**src/hdl/dncd_pkg.sv**
```systemverilog
`timescale 1ns / 1ps
// ----------------------------------------------------------------------------
// dncd_pkg: shared types and constants of the day number to date converter
// Calendar constants, sequencer state codes, step operation codes and the
// month length function used by the date stepping unit.
// ----------------------------------------------------------------------------
package dncd_pkg;

  localparam int unsigned YEAR_W  = 23;
  localparam int unsigned DAY_W   = 5;
  localparam int unsigned MONTH_W = 4;
  localparam int unsigned OUT_W   = 40;

  // Largest year; the date never leaves this year once it gets there.
  localparam logic [YEAR_W-1:0] YEAR_MAX    = 23'd8388607;
  localparam logic [YEAR_W-1:0] BC_START    = 23'd4713;
  localparam logic [YEAR_W-1:0] REFORM_YEAR = 23'd1582;

  localparam logic [17:0] GREG_CYCLE_DAYS  = 18'd146097;
  localparam logic [17:0] JUL_CYCLE_DAYS   = 18'd1461;
  localparam logic [8:0]  GREG_CYCLE_YEARS = 9'd400;
  localparam logic [8:0]  JUL_CYCLE_YEARS  = 9'd4;
  localparam logic [8:0]  COMMON_YEAR_DAYS = 9'd365;
  localparam logic [8:0]  LEAP_YEAR_DAYS   = 9'd366;
  localparam logic [8:0]  REFORM_YEAR_DAYS = 9'd355;
  localparam logic [4:0]  REFORM_OCT_DAYS  = 5'd21;
  localparam logic [4:0]  REFORM_LAST_DAY  = 5'd4;
  localparam logic [4:0]  REFORM_NEXT_DAY  = 5'd15;

  localparam logic [8:0] CENTURY_1 = 9'd100;
  localparam logic [8:0] CENTURY_2 = 9'd200;
  localparam logic [8:0] CENTURY_3 = 9'd300;

  localparam logic [MONTH_W-1:0] MONTH_JAN = 4'd1;
  localparam logic [MONTH_W-1:0] MONTH_FEB = 4'd2;
  localparam logic [MONTH_W-1:0] MONTH_APR = 4'd4;
  localparam logic [MONTH_W-1:0] MONTH_JUN = 4'd6;
  localparam logic [MONTH_W-1:0] MONTH_SEP = 4'd9;
  localparam logic [MONTH_W-1:0] MONTH_OCT = 4'd10;
  localparam logic [MONTH_W-1:0] MONTH_NOV = 4'd11;
  localparam logic [MONTH_W-1:0] MONTH_DEC = 4'd12;

  typedef enum logic [3:0] {
    ST_IDLE = 4'b0001,
    ST_RUN  = 4'b0010,
    ST_MOD  = 4'b0100,
    ST_DONE = 4'b1000
  } state_e;

  typedef enum logic [2:0] {
    OP_NONE,
    OP_MOD,
    OP_GREG,
    OP_JUL,
    OP_YEAR,
    OP_MONTH,
    OP_DAY
  } step_op_e;

  // Number of the last day of a month.
  function automatic logic [DAY_W-1:0] month_last_day(input logic [MONTH_W-1:0] month,
                                                      input logic leap);
    logic [DAY_W-1:0] last;
    case (month)
      MONTH_FEB: last = leap ? 5'd29 : 5'd28;
      MONTH_APR, MONTH_JUN, MONTH_SEP, MONTH_NOV: last = 5'd30;
      default: last = 5'd31;
    endcase
    return last;
  endfunction

endpackage

```
**src/hdl/day_number_to_calendar_date_unit.sv**
```systemverilog
`timescale 1ns / 1ps
// ----------------------------------------------------------------------------
// day_number_to_calendar_date_unit: day number to Julian/Gregorian date
// Advances a stored calendar date by the distance between successive day
// numbers and returns day of month, month, year and a BC flag.
// ----------------------------------------------------------------------------
// Timing: an accepted day number moves the unit from the idle state to the
// stepping state, which runs the date steps; the done state then registers
// the result and raises m_axis_tvalid_o. One step covers a 400-year Gregorian
// cycle, a 4-year Julian cycle, a year, a month or a day. The shared stepping
// adder serves one item at a time: a new day number is taken only once the
// result has left the done state. Reaching the saturated year adds a
// shift-and-add reduction modulo 365. A stalled result holds the unit in place.
// Reset (rst_ni low, asynchronous) sets the date to 1 January 4713 BC and
// the previous day number to 0.
// ----------------------------------------------------------------------------

module day_number_to_calendar_date_unit #(
  parameter int unsigned DAY_NUMBER_BITS = 31
) (
  input  logic                                     clk_i,
  input  logic                                     rst_ni,
  input  logic                                     s_axis_tvalid_i,
  output logic                                     s_axis_tready_o,
  // tdata: day_number [DAY_NUMBER_BITS-1:0], zero padding above.
  input  logic [((DAY_NUMBER_BITS+7)/8)*8-1:0]     s_axis_tdata_i,
  output logic                                     m_axis_tvalid_o,
  input  logic                                     m_axis_tready_i,
  // tdata: day_of_month [4:0], month [8:5], year [31:9], is_bc [32],
  // zero padding [39:33].
  output logic [dncd_pkg::OUT_W-1:0]               m_axis_tdata_o
);

  localparam int unsigned W  = DAY_NUMBER_BITS;
  localparam int unsigned CW = (W > 18) ? W : 18;

  // 2^17 leaves 37 modulo 365 and 2^9 leaves 147, so the upper part of the
  // remaining count folds onto the lower part without changing the residue.
  localparam int unsigned FOLD_WIDE_SHIFT  = 17;
  localparam int unsigned FOLD_SHORT_SHIFT = 9;
  localparam logic [W-1:0] FOLD_WIDE_MASK  = W'(32'h0001_FFFF);
  localparam logic [W-1:0] FOLD_SHORT_MASK = W'(32'h0000_01FF);

  dncd_pkg::state_e            state_q, state_d;
  logic [W-1:0]                rem_q, rem_d;
  logic [W-1:0]                last_q, last_d;
  logic [dncd_pkg::DAY_W-1:0]   day_q, day_d;
  logic [dncd_pkg::MONTH_W-1:0] month_q, month_d;
  logic [dncd_pkg::YEAR_W-1:0]  year_q, year_d;
  logic                        ad_q, ad_d;
  logic [8:0]                  y400_q, y400_d;
  logic                        out_valid_q, out_valid_d;
  logic [dncd_pkg::OUT_W-1:0]   out_data_q, out_data_d;

  logic [W-1:0]                target;
  logic                        in_fire;
  logic [CW-1:0]               rem_c;
  logic                        reform_year, gregorian, leap, jan1, at_max;
  logic                        greg_ok, jul_ok;
  logic [8:0]                  year_days;
  logic [dncd_pkg::DAY_W-1:0]   last_day;
  logic [dncd_pkg::DAY_W-1:0]   mstep_days;
  dncd_pkg::step_op_e          op;
  logic [17:0]                 step_days;
  logic [8:0]                  yadd;
  logic                        year_roll;
  logic [dncd_pkg::YEAR_W-1:0]  nyear;
  logic                        nad;
  logic [8:0]                  ny400;
  logic [9:0]                  y400_sum;
  logic                        fold_wide, fold_short;
  logic [W-1:0]                fold_hi, fold_lo, fold_sum;

  assign target          = s_axis_tdata_i[W-1:0];
  assign s_axis_tready_o = (state_q == dncd_pkg::ST_IDLE);
  assign in_fire         = s_axis_tvalid_i && s_axis_tready_o;
  assign m_axis_tvalid_o = out_valid_q;
  assign m_axis_tdata_o  = out_data_q;

  // Calendar facts about the current date.
  assign rem_c       = CW'(rem_q);
  assign reform_year = ad_q && (year_q == dncd_pkg::REFORM_YEAR);
  assign gregorian   = ad_q && (year_q > dncd_pkg::REFORM_YEAR);
  assign jan1        = (day_q == 5'd1) && (month_q == dncd_pkg::MONTH_JAN);
  assign at_max      = ad_q && (year_q == dncd_pkg::YEAR_MAX);

  always_comb begin
    if (!ad_q) begin
      // Julian leap years in the BC era are 1, 5, 9 BC and so on.
      leap = (year_q[1:0] == 2'b01);
    end else if (!gregorian) begin
      leap = (year_q[1:0] == 2'b00);
    end else begin
      leap = (year_q[1:0] == 2'b00) && (y400_q != dncd_pkg::CENTURY_1) &&
             (y400_q != dncd_pkg::CENTURY_2) && (y400_q != dncd_pkg::CENTURY_3);
    end
  end

  assign year_days  = reform_year ? dncd_pkg::REFORM_YEAR_DAYS :
                      (leap ? dncd_pkg::LEAP_YEAR_DAYS : dncd_pkg::COMMON_YEAR_DAYS);
  assign last_day   = dncd_pkg::month_last_day(month_q, leap);
  // October 1582 lost ten days, so a whole-month step there is shorter.
  assign mstep_days = (reform_year && (month_q == dncd_pkg::MONTH_OCT)) ?
                      dncd_pkg::REFORM_OCT_DAYS : last_day;

  // A 400-year jump must stay in the Gregorian era and below the year limit;
  // a 4-year jump must not reach into the reform year.
  assign greg_ok = gregorian &&
                   (year_q <= dncd_pkg::YEAR_MAX - 23'(dncd_pkg::GREG_CYCLE_YEARS));
  assign jul_ok  = (!ad_q && (year_q >= 23'd5)) ||
                   (ad_q && (year_q <= dncd_pkg::REFORM_YEAR -
                                       23'(dncd_pkg::JUL_CYCLE_YEARS)));

  // Pick the largest step that the remaining day count allows.
  always_comb begin
    if (rem_q == '0) begin
      op = dncd_pkg::OP_NONE;
    end else if (jan1 && at_max && (rem_c >= CW'(dncd_pkg::COMMON_YEAR_DAYS))) begin
      op = dncd_pkg::OP_MOD;
    end else if (jan1 && greg_ok && (rem_c >= CW'(dncd_pkg::GREG_CYCLE_DAYS))) begin
      op = dncd_pkg::OP_GREG;
    end else if (jan1 && jul_ok && (rem_c >= CW'(dncd_pkg::JUL_CYCLE_DAYS))) begin
      op = dncd_pkg::OP_JUL;
    end else if (jan1 && (rem_c >= CW'(year_days))) begin
      op = dncd_pkg::OP_YEAR;
    end else if ((day_q == 5'd1) && (rem_c >= CW'(mstep_days))) begin
      op = dncd_pkg::OP_MONTH;
    end else begin
      op = dncd_pkg::OP_DAY;
    end
  end

  always_comb begin
    case (op)
      dncd_pkg::OP_GREG:  step_days = dncd_pkg::GREG_CYCLE_DAYS;
      dncd_pkg::OP_JUL:   step_days = dncd_pkg::JUL_CYCLE_DAYS;
      dncd_pkg::OP_YEAR:  step_days = 18'(year_days);
      dncd_pkg::OP_MONTH: step_days = 18'(mstep_days);
      dncd_pkg::OP_DAY:   step_days = 18'd1;
      default:            step_days = '0;
    endcase
  end

  always_comb begin
    case (op)
      dncd_pkg::OP_GREG: yadd = dncd_pkg::GREG_CYCLE_YEARS;
      dncd_pkg::OP_JUL:  yadd = dncd_pkg::JUL_CYCLE_YEARS;
      default:           yadd = 9'd1;
    endcase
  end

  assign year_roll = (op == dncd_pkg::OP_GREG) || (op == dncd_pkg::OP_JUL) ||
                     (op == dncd_pkg::OP_YEAR) ||
                     ((op == dncd_pkg::OP_MONTH) && (month_q == dncd_pkg::MONTH_DEC)) ||
                     ((op == dncd_pkg::OP_DAY) && (month_q == dncd_pkg::MONTH_DEC) &&
                      (day_q == last_day));

  // Shared year adder. The year modulo 400 is kept beside the year so that
  // the Gregorian century rule needs no division.
  assign y400_sum = {1'b0, y400_q} + {1'b0, yadd};

  always_comb begin
    nyear = year_q;
    nad   = ad_q;
    ny400 = y400_q;
    if (!ad_q) begin
      if (year_q == 23'd1) begin
        // 1 BC is followed by AD 1.
        nad   = 1'b1;
        nyear = 23'd1;
        ny400 = 9'd1;
      end else begin
        nyear = year_q - 23'(yadd);
      end
    end else if (!at_max) begin
      nyear = year_q + 23'(yadd);
      ny400 = (y400_sum >= {1'b0, dncd_pkg::GREG_CYCLE_YEARS}) ?
              9'(y400_sum - {1'b0, dncd_pkg::GREG_CYCLE_YEARS}) : y400_sum[8:0];
    end
  end

  // One fold of the modulo 365 reduction: the part from bit 17 up (or from bit 9
  // once the count is small) is multiplied by its residue with shifts and
  // added back to the low part. Every fold shrinks the count.
  assign fold_wide  = ((rem_q >> FOLD_WIDE_SHIFT) != '0);
  assign fold_short = ((rem_q >> FOLD_SHORT_SHIFT) != '0);

  always_comb begin
    if (fold_wide) begin
      fold_hi  = rem_q >> FOLD_WIDE_SHIFT;
      fold_lo  = rem_q & FOLD_WIDE_MASK;
      fold_sum = (fold_hi << 5) + (fold_hi << 2) + fold_hi + fold_lo;
    end else begin
      fold_hi  = rem_q >> FOLD_SHORT_SHIFT;
      fold_lo  = rem_q & FOLD_SHORT_MASK;
      fold_sum = (fold_hi << 7) + (fold_hi << 4) + (fold_hi << 1) + fold_hi + fold_lo;
    end
  end

  always_comb begin
    state_d     = state_q;
    rem_d       = rem_q;
    last_d      = last_q;
    day_d       = day_q;
    month_d     = month_q;
    year_d      = year_q;
    ad_d        = ad_q;
    y400_d      = y400_q;
    out_valid_d = out_valid_q;
    out_data_d  = out_data_q;

    if (out_valid_q && m_axis_tready_i) begin
      out_valid_d = 1'b0;
    end

    case (state_q)
      dncd_pkg::ST_IDLE: begin
        if (in_fire) begin
          // A day number below the previous one leaves the date in place.
          rem_d   = (target > last_q) ? (target - last_q) : '0;
          last_d  = target;
          state_d = dncd_pkg::ST_RUN;
        end
      end
      dncd_pkg::ST_RUN: begin
        if (op == dncd_pkg::OP_NONE) begin
          state_d = dncd_pkg::ST_DONE;
        end else if (op == dncd_pkg::OP_MOD) begin
          // In the saturated year only the remainder modulo 365 matters.
          state_d = dncd_pkg::ST_MOD;
        end else begin
          rem_d = rem_q - W'(step_days);
          if (op == dncd_pkg::OP_MONTH) begin
            month_d = (month_q == dncd_pkg::MONTH_DEC) ? dncd_pkg::MONTH_JAN :
                      month_q + 4'd1;
          end else if (op == dncd_pkg::OP_DAY) begin
            if (reform_year && (month_q == dncd_pkg::MONTH_OCT) &&
                (day_q == dncd_pkg::REFORM_LAST_DAY)) begin
              day_d = dncd_pkg::REFORM_NEXT_DAY;
            end else if (day_q == last_day) begin
              day_d   = 5'd1;
              month_d = (month_q == dncd_pkg::MONTH_DEC) ? dncd_pkg::MONTH_JAN :
                        month_q + 4'd1;
            end else begin
              day_d = day_q + 5'd1;
            end
          end
          if (year_roll) begin
            year_d = nyear;
            ad_d   = nad;
            y400_d = ny400;
          end
        end
      end
      dncd_pkg::ST_MOD: begin
        if (fold_short) begin
          rem_d = fold_sum;
        end else begin
          // Below 512 a single subtraction finishes the reduction.
          rem_d   = (rem_q >= W'(dncd_pkg::COMMON_YEAR_DAYS)) ?
                    (rem_q - W'(dncd_pkg::COMMON_YEAR_DAYS)) : rem_q;
          state_d = dncd_pkg::ST_RUN;
        end
      end
      dncd_pkg::ST_DONE: begin
        if (!out_valid_q || m_axis_tready_i) begin
          out_valid_d = 1'b1;
          out_data_d  = {7'b0, !ad_q, year_q, month_q, day_q};
          state_d     = dncd_pkg::ST_IDLE;
        end
      end
      default: begin
        state_d = dncd_pkg::ST_IDLE;
      end
    endcase
  end

  always_ff @(posedge clk_i or negedge rst_ni) begin
    if (!rst_ni) begin
      state_q     <= dncd_pkg::ST_IDLE;
      rem_q       <= '0;
      last_q      <= '0;
      day_q       <= 5'd1;
      month_q     <= dncd_pkg::MONTH_JAN;
      year_q      <= dncd_pkg::BC_START;
      ad_q        <= 1'b0;
      y400_q      <= '0;
      out_valid_q <= 1'b0;
    end else begin
      state_q     <= state_d;
      rem_q       <= rem_d;
      last_q      <= last_d;
      day_q       <= day_d;
      month_q     <= month_d;
      year_q      <= year_d;
      ad_q        <= ad_d;
      y400_q      <= y400_d;
      out_valid_q <= out_valid_d;
    end
  end

  always_ff @(posedge clk_i) begin
    out_data_q <= out_data_d;
  end

endmodule

```
**config.mk**
```make
export PLATFORM = sky130hd
export DESIGN_NAME = day_number_to_calendar_date_unit
export DESIGN_NICKNAME = d
export VERILOG_FILES = /design/src/hdl/dncd_pkg.sv /design/src/hdl/day_number_to_calendar_date_unit.sv
export SDC_FILE = /design/constraint.sdc
export NUM_CORES = 1
export LEC_CHECK = 0
export BUFFER_PORTS_ARGS = -buffer_cell sky130_fd_sc_hd__buf_2
export CAP_MARGIN = 0
export CORE_MARGIN = 8
export CORE_UTILIZATION = 39
export DETAILED_ROUTE_END_ITERATION = 8
export GPL_TIMING_DRIVEN = 0
export SYNTH_ARGS = -nofsm -noshare
export SYNTH_HDL_FRONTEND = slang
export SYNTH_SLANG_ARGS = --single-unit
```
**constraint.sdc**
```tcl
create_clock -name clk_i -period 8.85 [get_ports clk_i]
set_input_delay 0.4425 -clock clk_i [delete_from_list [all_inputs] [get_ports clk_i]]
set_output_delay 0.4425 -clock clk_i [all_outputs]
set_load 0.05 [all_outputs]
```
==> results of run 1 <==
[worst max-delay path, delay by kind of cell, from the launching register on]
family	cells	cell delay, ns
and+or+nand+nor	11	3.55
AOI/OAI and AO/OA	13	3.34
adders and majority gates	3	0.64
DFF	1	0.46
buffers and inverters	1	0.24
muxes	1	0.13
[synthesized netlist by cell type (25+ instances only)]
library cell / instances / area share [%]
nand2_1: 143 / 3.5
dfrtp_1: 100 / 16
nand2b_1: 26 / 1.0
a21o_1: 34 / 1.6
o21ai_0: 113 / 3.6
a21oi_1: 129 / 4.2
a211oi_1: 34 / 1.6
fa_1: 69 / 8.9
nor4_1: 28 / 1.1
a31oi_1: 33 / 1.3
ha_1: 173 / 14
nand3_1: 46 / 1.5
clkbuf_1: 61 / 1.5
nor2_1: 132 / 3.2
inv_1: 93 / 2.2
xor2_1: 28 / 1.6
nand4_1: 25 / 1.0
edfxtp_1: 33 / 6.4
nor3_1: 63 / 2.0
mux2_2: 33 / 2.4
xnor2_1: 61 / 3.4
[state kept, by name, summed over array words and instances (netlist names)]
| name | flops |
|---|---|
| m_axis_tdata_o | 33 |
| year_q | 23 |
| rem_c | 31 |
| ad_q | 1 |
| last_q | 31 |
| month_q | 4 |
| day_q | 5 |
| y400_q | 9 |
| state_q | 4 |
| m_axis_tvalid_o | 1 |
[placed cells by master, fill, tap and decap left out, types with 12 or more instances in the layout]
cell type,count
fa_1,69
edfxtp_1,33
o22ai_1,12
nand3_1,46
a21oi_1,129
ha_1,173
buf_2,71
nor2b_1,16
nand2_1,143
o211ai_1,15
nor4_1,28
clkbuf_16,17
o21bai_1,13
o21a_1,18
xor2_1,28
inv_1,93
and3_1,22
nand4_1,25
nand2b_1,26
a21o_1,34
nor2_1,132
nor3_1,63
mux2_2,33
a31oi_1,33
o21ai_0,113
and2_1,16
dfrtp_1,100
clkbuf_1,61
xnor2_1,61
or3_1,21
a211oi_1,33
[metrics by stage]
step | util, % | setup slack (ns)
floorplan | - | 2.07
global placement | 41.8 | 0.816
detailed placement | 42.0 | 0.659
CTS | 43.6 | 0.629
global route | 43.6 | 0.0351
finish | 43.6 | 0.419
[final cells by class]
cell class | instances | share of cell area [%]
Buffer | 81 | 2.20
Clock inverter | 15 | 1.10
Multi-Input combinational cell | 1481 | 64.4
Timing Repair Buffer | 72 | 2.37
Sequential cell | 142 | 21.6
Inverter | 93 | 2.03
Tap cell | 525 | 3.81
Clock buffer | 17 | 2.47
[worst max-delay path by stage]
stage | from | endpoint | slack [ns] | cells past startpoint
after detailed placement | year_q[13]$_DFFE_PN0P_ | rem_c[28]$_DFFE_PN0P_ | 0.66 | 30
final | year_q[15]$_DFFE_PN0P_ | rem_c[30]$_DFFE_PN0P_ | 0.42 | 29
after CTS | year_q[13]$_DFFE_PN0P_ | rem_c[28]$_DFFE_PN0P_ | 0.63 | 30
after floorplan | year_q[11]$_DFFE_PN0P_ | rem_c[28]$_DFFE_PN0P_ | 2.07 | 30
after global placement | year_q[14]$_DFFE_PN0P_ | rem_c[30]$_DFFE_PN0P_ | 0.82 | 30
after global routing | year_q[14]$_DFFE_PN0P_ | rem_c[30]$_DFFE_PN0P_ | 0.04 | 30
[timing repair]
action | CTS | global route
buffers inserted | 0 | 0
hold endpoints to repair | 19 | 0
hold buffers | 1 | 0
[logic make-up after synthesis]
logic type	count (synthesis)	share of synthesized area, %
buffers and inverters	174	4.69
adders and majority gates	242	22.8
DFF	142	24.0
AOI/OAI and AO/OA	517	21.8
other	1	0.0242
and+or+nand+nor	590	19.0
muxes	36	2.59
xor gates and xnor gates	89	5.02
[per-layer routing]
layer / up-vias / GRT usage (%) / wire length (µm)
li1: 6806 / - / -
met1: 6984 / 26.0 / 20500
met2: 531 / 33.1 / 22200
met3: 116 / 3.02 / 2920
met4: 0 / 8.65 / 1870
met5: - / 0 / 0
==> flow_summary.json, run 1 <==
{
  "grt.total_usage_pct": 20.1,
  "wirelength_mm": 47.5,
  "floorplan.initialDensity_pct": 39.2,
  "tightestPinTransition_ns": 1.30,
  "endpoint_kind": "flop",
  "setup_viol": 0,
  "rows": 73,
  "cp-start-kind": "flop",
  "r2r-end": "rem_c[30]$_DFFE_PN0P_",
  "cts.sinks": 142,
  "multi_input_area_um2": 11100,
  "drive_gt1_share_pct": 10.2,
  "first_pass_iters": 6,
  "path_clk_slew_ns": 0.07,
  "synthCells": 1791,
  "max_freq_mhz": 119,
  "drt_iter0_drc": 1193,
  "die_w_um": 215,
  "yosysSeqAreaShare_pct": 24.0,
  "portBuffers": 69,
  "rsz0062_at_grt": "no",
  "required_ns": 9.23,
  "fin_crit_sh_pct": 95.3,
  "syn_area_um2": 15500,
  "final_cells": 2426,
  "via_per_inst": 5.95,
  "status": "complete, no violations",
  "grt_max_degree": 84,
  "dieArea_um2": 46400,
  "ios": 78,
  "synth_flop_cell": "dfrtp_1",
  "regArea_um2": 3730,
  "reg2regPathDepth": 29,
  "drv_cap": 0,
  "r2r-start": "year_q[15]$_DFFE_PN0P_",
  "n_antenna_cell": 0,
  "drc": 0,
  "post_drt_wl_per_cell_um": 19.6,
  "final_area_um2": 17200,
  "fillers": 3903,
  "place_hpwl_mm": 36.6,
  "antenna_found_initial": 0,
  "synth_cell_type_count": 84,
  "grt_overflow": 0,
  "grt_pass1_wl_mm": 76.5,
  "drv_slew": 0,
  "grt_pass1_vias": 14106,
  "fp.dieH_um": 215,
  "maxSlewHeadroom_pct": 12.8,
  "hold_violations": 0,
  "cts_tree": "built",
  "fin_hold_ws_ns": 0.251,
  "root_buffer": "clkbuf_16",
  "cp.arrival_ns": 8.81,
  "synth.avg_cell_area_um2": 8.67,
  "synth-warning-count": 0,
  "cts_resized": 0,
  "synthArstFlopShare_pct": 76.8,
  "synth_seq_cells": 142,
  "place_inst": 2393,
  "layout_min_cycle_time_ns": 8.43,
  "min_from": "s_axis_tdata_i[29]",
  "clk_latency_ns": 0.45,
  "ff2ff_setup_slack_ns": 0.42,
  "synthToLayoutAreaGrowth_pct": 11.1,
  "nNetsFinal": 2166,
  "placed_area_um2": 16600,
  "tns_ns": 0,
  "max_stage_delay_ns": 0.67,
  "skew_ns": 0.0127,
  "synth-edff-count": 33,
  "cts-htree-levels": 4,
  "clock_path_buffers": 2,
  "holdPathEnd": "last_q[29]$_DFFE_PN0P_",
  "place_congestion": 0.954,
  "crit_path_top_delay_cell": "or4_1",
  "vias": 14437,
  "hold_path_class": "in -> reg",
  "cts_buffers": 17,
  "ant_nets": 0,
  "worstHoldPathCells": 2,
  "crit_type": "reg -> reg",
  "critPathMaxFanout": 8,
  "core_area_um2": 39500
}
Power of run 1 is not shown: default switching activity piles up to over one toggle a cycle in this logic, so the estimate is an artifact.
==> inputs of run 2 (changes only) <==
PLACE_DENSITY = 0.65   (was default)
SLEW_MARGIN = 20   (was default)
==> flow_summary.json, run 2 (synthesis gave the netlist of run 1 again) <==
{
  "status": "complete, no violations",
  "grt_max_degree": 68,
  "cts_resized": 0,
  "path_common_cell": "o21ai_0",
  "critPathLaunch": "year_q[14]$_DFFE_PN0P_",
  "portBuffers": 69,
  "drt_iter0_drc": 1236,
  "final_cells": 2425,
  "ant_nets": 0,
  "crit_path_top_delay_cell": "or4_1",
  "fp.dieH_um": 215,
  "hold_path_class": "in -> async",
  "core_area_um2": 39500,
  "r2r-start": "year_q[14]$_DFFE_PN0P_",
  "tns_ns": 0,
  "clk_latency_ns": 0.45,
  "grt_pass1_vias": 14258,
  "gr-usage-met3_pct": 3.75,
  "setup_viol": 0,
  "cp-start-kind": "flop",
  "maxSlewHeadroom_pct": 21.0,
  "root_buffer": "clkbuf_16",
  "placed_area_um2": 16600,
  "grt.total_usage_pct": 20.0,
  "via_per_inst": 5.97,
  "cts_tree": "built",
  "ios": 78,
  "max_stage_delay_ns": 0.60,
  "grt_overflow": 0,
  "vias": 14487,
  "dieArea_um2": 46400,
  "holdBufCountCts": 0,
  "nNetsFinal": 2165,
  "use_met1_pct": 25.6,
  "final_area_um2": 17300,
  "cts_buffers": 17,
  "grt_use_met2_pct": 33.4,
  "drive_gt1_share_pct": 10.3,
  "wirelength_mm": 47.5,
  "grt_most_used_layer": "met2",
  "fin_hold_ws_ns": 0.0106,
  "grt_pass1_wl_mm": 76.5,
  "cts_setup_buffers": 0,
  "die_w_um": 215,
  "path_clk_slew_ns": 0.07,
  "place_congestion": 0.959,
  "drv_cap": 0,
  "ff2ff_setup_slack_ns": 0.59,
  "first_pass_iters": 6,
  "critPathMaxFanout": 10,
  "clock_path_buffers": 2,
  "antenna_found_initial": 0,
  "cts-htree-levels": 4,
  "hold_violations": 0,
  "layout_commonest_cell": "ha_1",
  "cp.arrival_ns": 8.64,
  "floorplan.initialDensity_pct": 39.2,
  "post_drt_wl_per_cell_um": 19.6,
  "cts.sinks": 142,
  "drv_slew": 0,
  "max_freq_mhz": 121,
  "largest_reg_flops": 33,
  "fin_crit_sh_pct": 93.3,
  "rsz0062_at_grt": "no",
  "synthToLayoutAreaGrowth_pct": 11.3,
  "endpoint_kind": "flop",
  "place_hpwl_mm": 36.6,
  "crit_type": "reg -> reg",
  "rows": 73,
  "final_cell_mix": "ha_1 (173), nand2_1 (143), nor2_1 (132)",
  "place_inst": 2393,
  "skew_ns": 0.0130,
  "n_antenna_cell": 0,
  "required_ns": 9.23,
  "tightestPinTransition_ns": 1.17,
  "layout_min_cycle_time_ns": 8.26,
  "drc": 0
}
==> run 2: layout make-up <==
class,instances,area (µm²)
fill,3868,22300
multi-input combinational,1481,11100
sequential,142,3730
tap,525,657
clock buffer,17,425
timing repair buffer,71,399
buffer,81,379
inverter,93,349
clock inverter,15,210
==> run 2: path summary, 6_finish.rpt <==
| kind | endpoint | cells after the start |
|---|---|---|
| min in group clk_i | last_q[3]$_DFFE_PN0P_ | 2 |
| max reg2reg | rem_c[21]$_DFFE_PN0P_ | 30 |
| min reg2reg | m_axis_tdata_o[27]$_DFFE_PP_ | 0 |
| max in group asynchronous | state_q[0]$_DFFE_PN1P_ | 2 |
| max | rem_c[21]$_DFFE_PN0P_ | 30 |
| min | day_q[1]$_DFFE_PN0P_ | 1 |
==> run 2: through the flow <==
stage	utilization [%]	setup slack, ns
detailed placement	42.0	0.616
global placement	41.8	0.791
global route	43.7	0.0660
finish	43.7	0.595
floorplan	-	2.07
CTS	43.6	0.552
==> run 2: worst max-delay path: cells and delay by family (launching register included) <==
kind / cells / cell delay, ns
flops: 1 / 0.37
mux: 1 / 0.30
buf+inv: 3 / 0.87
simple gates: 11 / 2.74
compound gates: 13 / 3.45
fa+ha+maj: 2 / 0.47
==> run 2: per-layer routing <==
metal	up-vias	routed length, µm
met3	123	3270
li1	6808	-
met1	6948	20500
met5	-	0
met2	608	22100
met4	0	1610
Power of run 2 is left out for the same reason.
==> inputs of run 3 (changes only) <==
BUFFER_PORTS_ARGS = default   (was -buffer_cell sky130_fd_sc_hd__buf_2)
DONT_BUFFER_PORTS = 1   (was default)
PLACE_DENSITY = 0.63   (was 0.65)
==> flow_summary.json, run 3 (synthesis gave the netlist of run 1 again) <==
{
  "cts_buffers": 17,
  "cp.arrival_ns": 8.65,
  "final_cell_mix": "ha_1 (173), nand2_1 (143), nor2_1 (132)",
  "endpoint_kind": "flop",
  "maxSlewHeadroom_pct": 33.5,
  "status": "complete, no violations",
  "ios": 78,
  "r2r-start": "year_q[14]$_DFFE_PN0P_",
  "r2r-end": "rem_c[30]$_DFFE_PN0P_",
  "crit_path_top_delay_cell": "or4_1",
  "ant_nets": 0,
  "n_antenna_cell": 0,
  "fin_crit_sh_pct": 93.4,
  "place_hpwl_mm": 36.9,
  "portBuffers": 0,
  "grt_max_degree": 110,
  "clk_latency_ns": 0.44,
  "skew_ns": 0.0113,
  "cp-start-kind": "flop",
  "drv_cap": 0,
  "vias": 14181,
  "fillers": 3958,
  "critPathMaxFanout": 10,
  "cts_tree": "built",
  "place_inst": 2326,
  "via_per_inst": 6.01,
  "grt_pass1_wl_mm": 77.2,
  "reg2regPathDepth": 30,
  "rows": 73,
  "ff2ff_setup_slack_ns": 0.58,
  "antenna_found_initial": 0,
  "drc": 0,
  "first_pass_iters": 5,
  "rsz0062_at_grt": "no",
  "regArea_um2": 3730,
  "final_area_um2": 16900,
  "min_from": "s_axis_tdata_i[10]",
  "post_drt_wl_per_cell_um": 20.4,
  "clock_path_buffers": 2,
  "hold_violations": 0,
  "layout_commonest_cell": "ha_1",
  "root_buffer": "clkbuf_16",
  "max_freq_mhz": 121,
  "drive_gt1_share_pct": 6.98,
  "wirelength_mm": 48.2,
  "cts.sinks": 142,
  "critPathLaunch": "year_q[14]$_DFFE_PN0P_",
  "placed_area_um2": 16300,
  "nNetsFinal": 2100,
  "synthToLayoutAreaGrowth_pct": 8.95,
  "tns_ns": 0,
  "path_clk_slew_ns": 0.06,
  "grt.total_usage_pct": 20.5,
  "place_congestion": 0.948,
  "dieArea_um2": 46400,
  "final_cells": 2360,
  "required_ns": 9.23,
  "crit_type": "reg -> reg",
  "fp.dieH_um": 215,
  "die_w_um": 215,
  "tightestPinTransition_ns": 0.984,
  "multi_input_area_um2": 11100,
  "max_stage_delay_ns": 0.62,
  "holdPathEnd": "last_q[10]$_DFFE_PN0P_",
  "drt_iter0_drc": 1182,
  "setup_viol": 0,
  "final_util_pct": 42.8,
  "drv_slew": 0,
  "path_common_cell": "a21oi_1",
  "hold_path_class": "in -> reg",
  "core_area_um2": 39500,
  "cts-htree-levels": 4,
  "worstHoldPathCells": 1,
  "grt_pass1_vias": 13990,
  "layout_min_cycle_time_ns": 8.27,
  "floorplan.initialDensity_pct": 39.2,
  "largest_reg_flops": 33,
  "grt_overflow": 0
}
## run 3: repair_timing
item,4_1_cts,5_1_grt
gates resized for setup,0,3
setup buffers,0,0
hold endpoints to repair,109,0
endpoints found under the setup margin,0,10
hold buffers,2,0
## run 3: area by class of cell
cell class | instances | share of cell area (%)
Buffer | 81 | 2.24
Clock buffer | 17 | 2.52
Clock inverter | 15 | 0.999
Inverter | 93 | 2.06
Multi-Input combinational cell | 1481 | 65.8
Sequential cell | 142 | 22.1
Tap cell | 525 | 3.88
Timing Repair Buffer | 6 | 0.474
## run 3: metrics by stage
step / setup slack (ns) / hold slack [ns]
floorplan: 2.07 / 0.147
global placement: 0.649 / 0.156
detailed placement: 0.441 / 0.156
CTS: 0.428 / 0.141
global route: 0.142 / 0.143
finish: 0.581 / 0.153
## run 3: metal layers
layer	GRT usage (%)	wire length (µm)
met1	26.6	20800
met2	34.0	22600
met3	3.05	3090
met5	0	0
met4	7.83	1660
## run 3: worst max path at each step
stage | cells after the start | end | slack [ns]
2_1_floorplan | 30 | rem_c[28]$_DFFE_PN0P_ | 2.07
3_3_place_gp | 30 | rem_c[28]$_DFFE_PN0P_ | 0.65
3_5_place_dp | 30 | rem_c[28]$_DFFE_PN0P_ | 0.44
4_1_cts | 30 | rem_c[28]$_DFFE_PN0P_ | 0.43
5_1_grt | 30 | rem_c[28]$_DFFE_PN0P_ | 0.14
6_report | 30 | rem_c[30]$_DFFE_PN0P_ | 0.58
## run 3: critical path, delay by kind of cell (launching register included)
family / cells / cell delay [ns]
AO/OA/AOI/OAI: 14 / 3.65
AND/OR/NAND/NOR: 10 / 2.94
adder cells (fa/ha/maj): 3 / 0.63
buffers and inverters: 2 / 0.47
flip-flops: 1 / 0.37
multiplexers: 1 / 0.14
Power of run 3 is left out for the same reason.
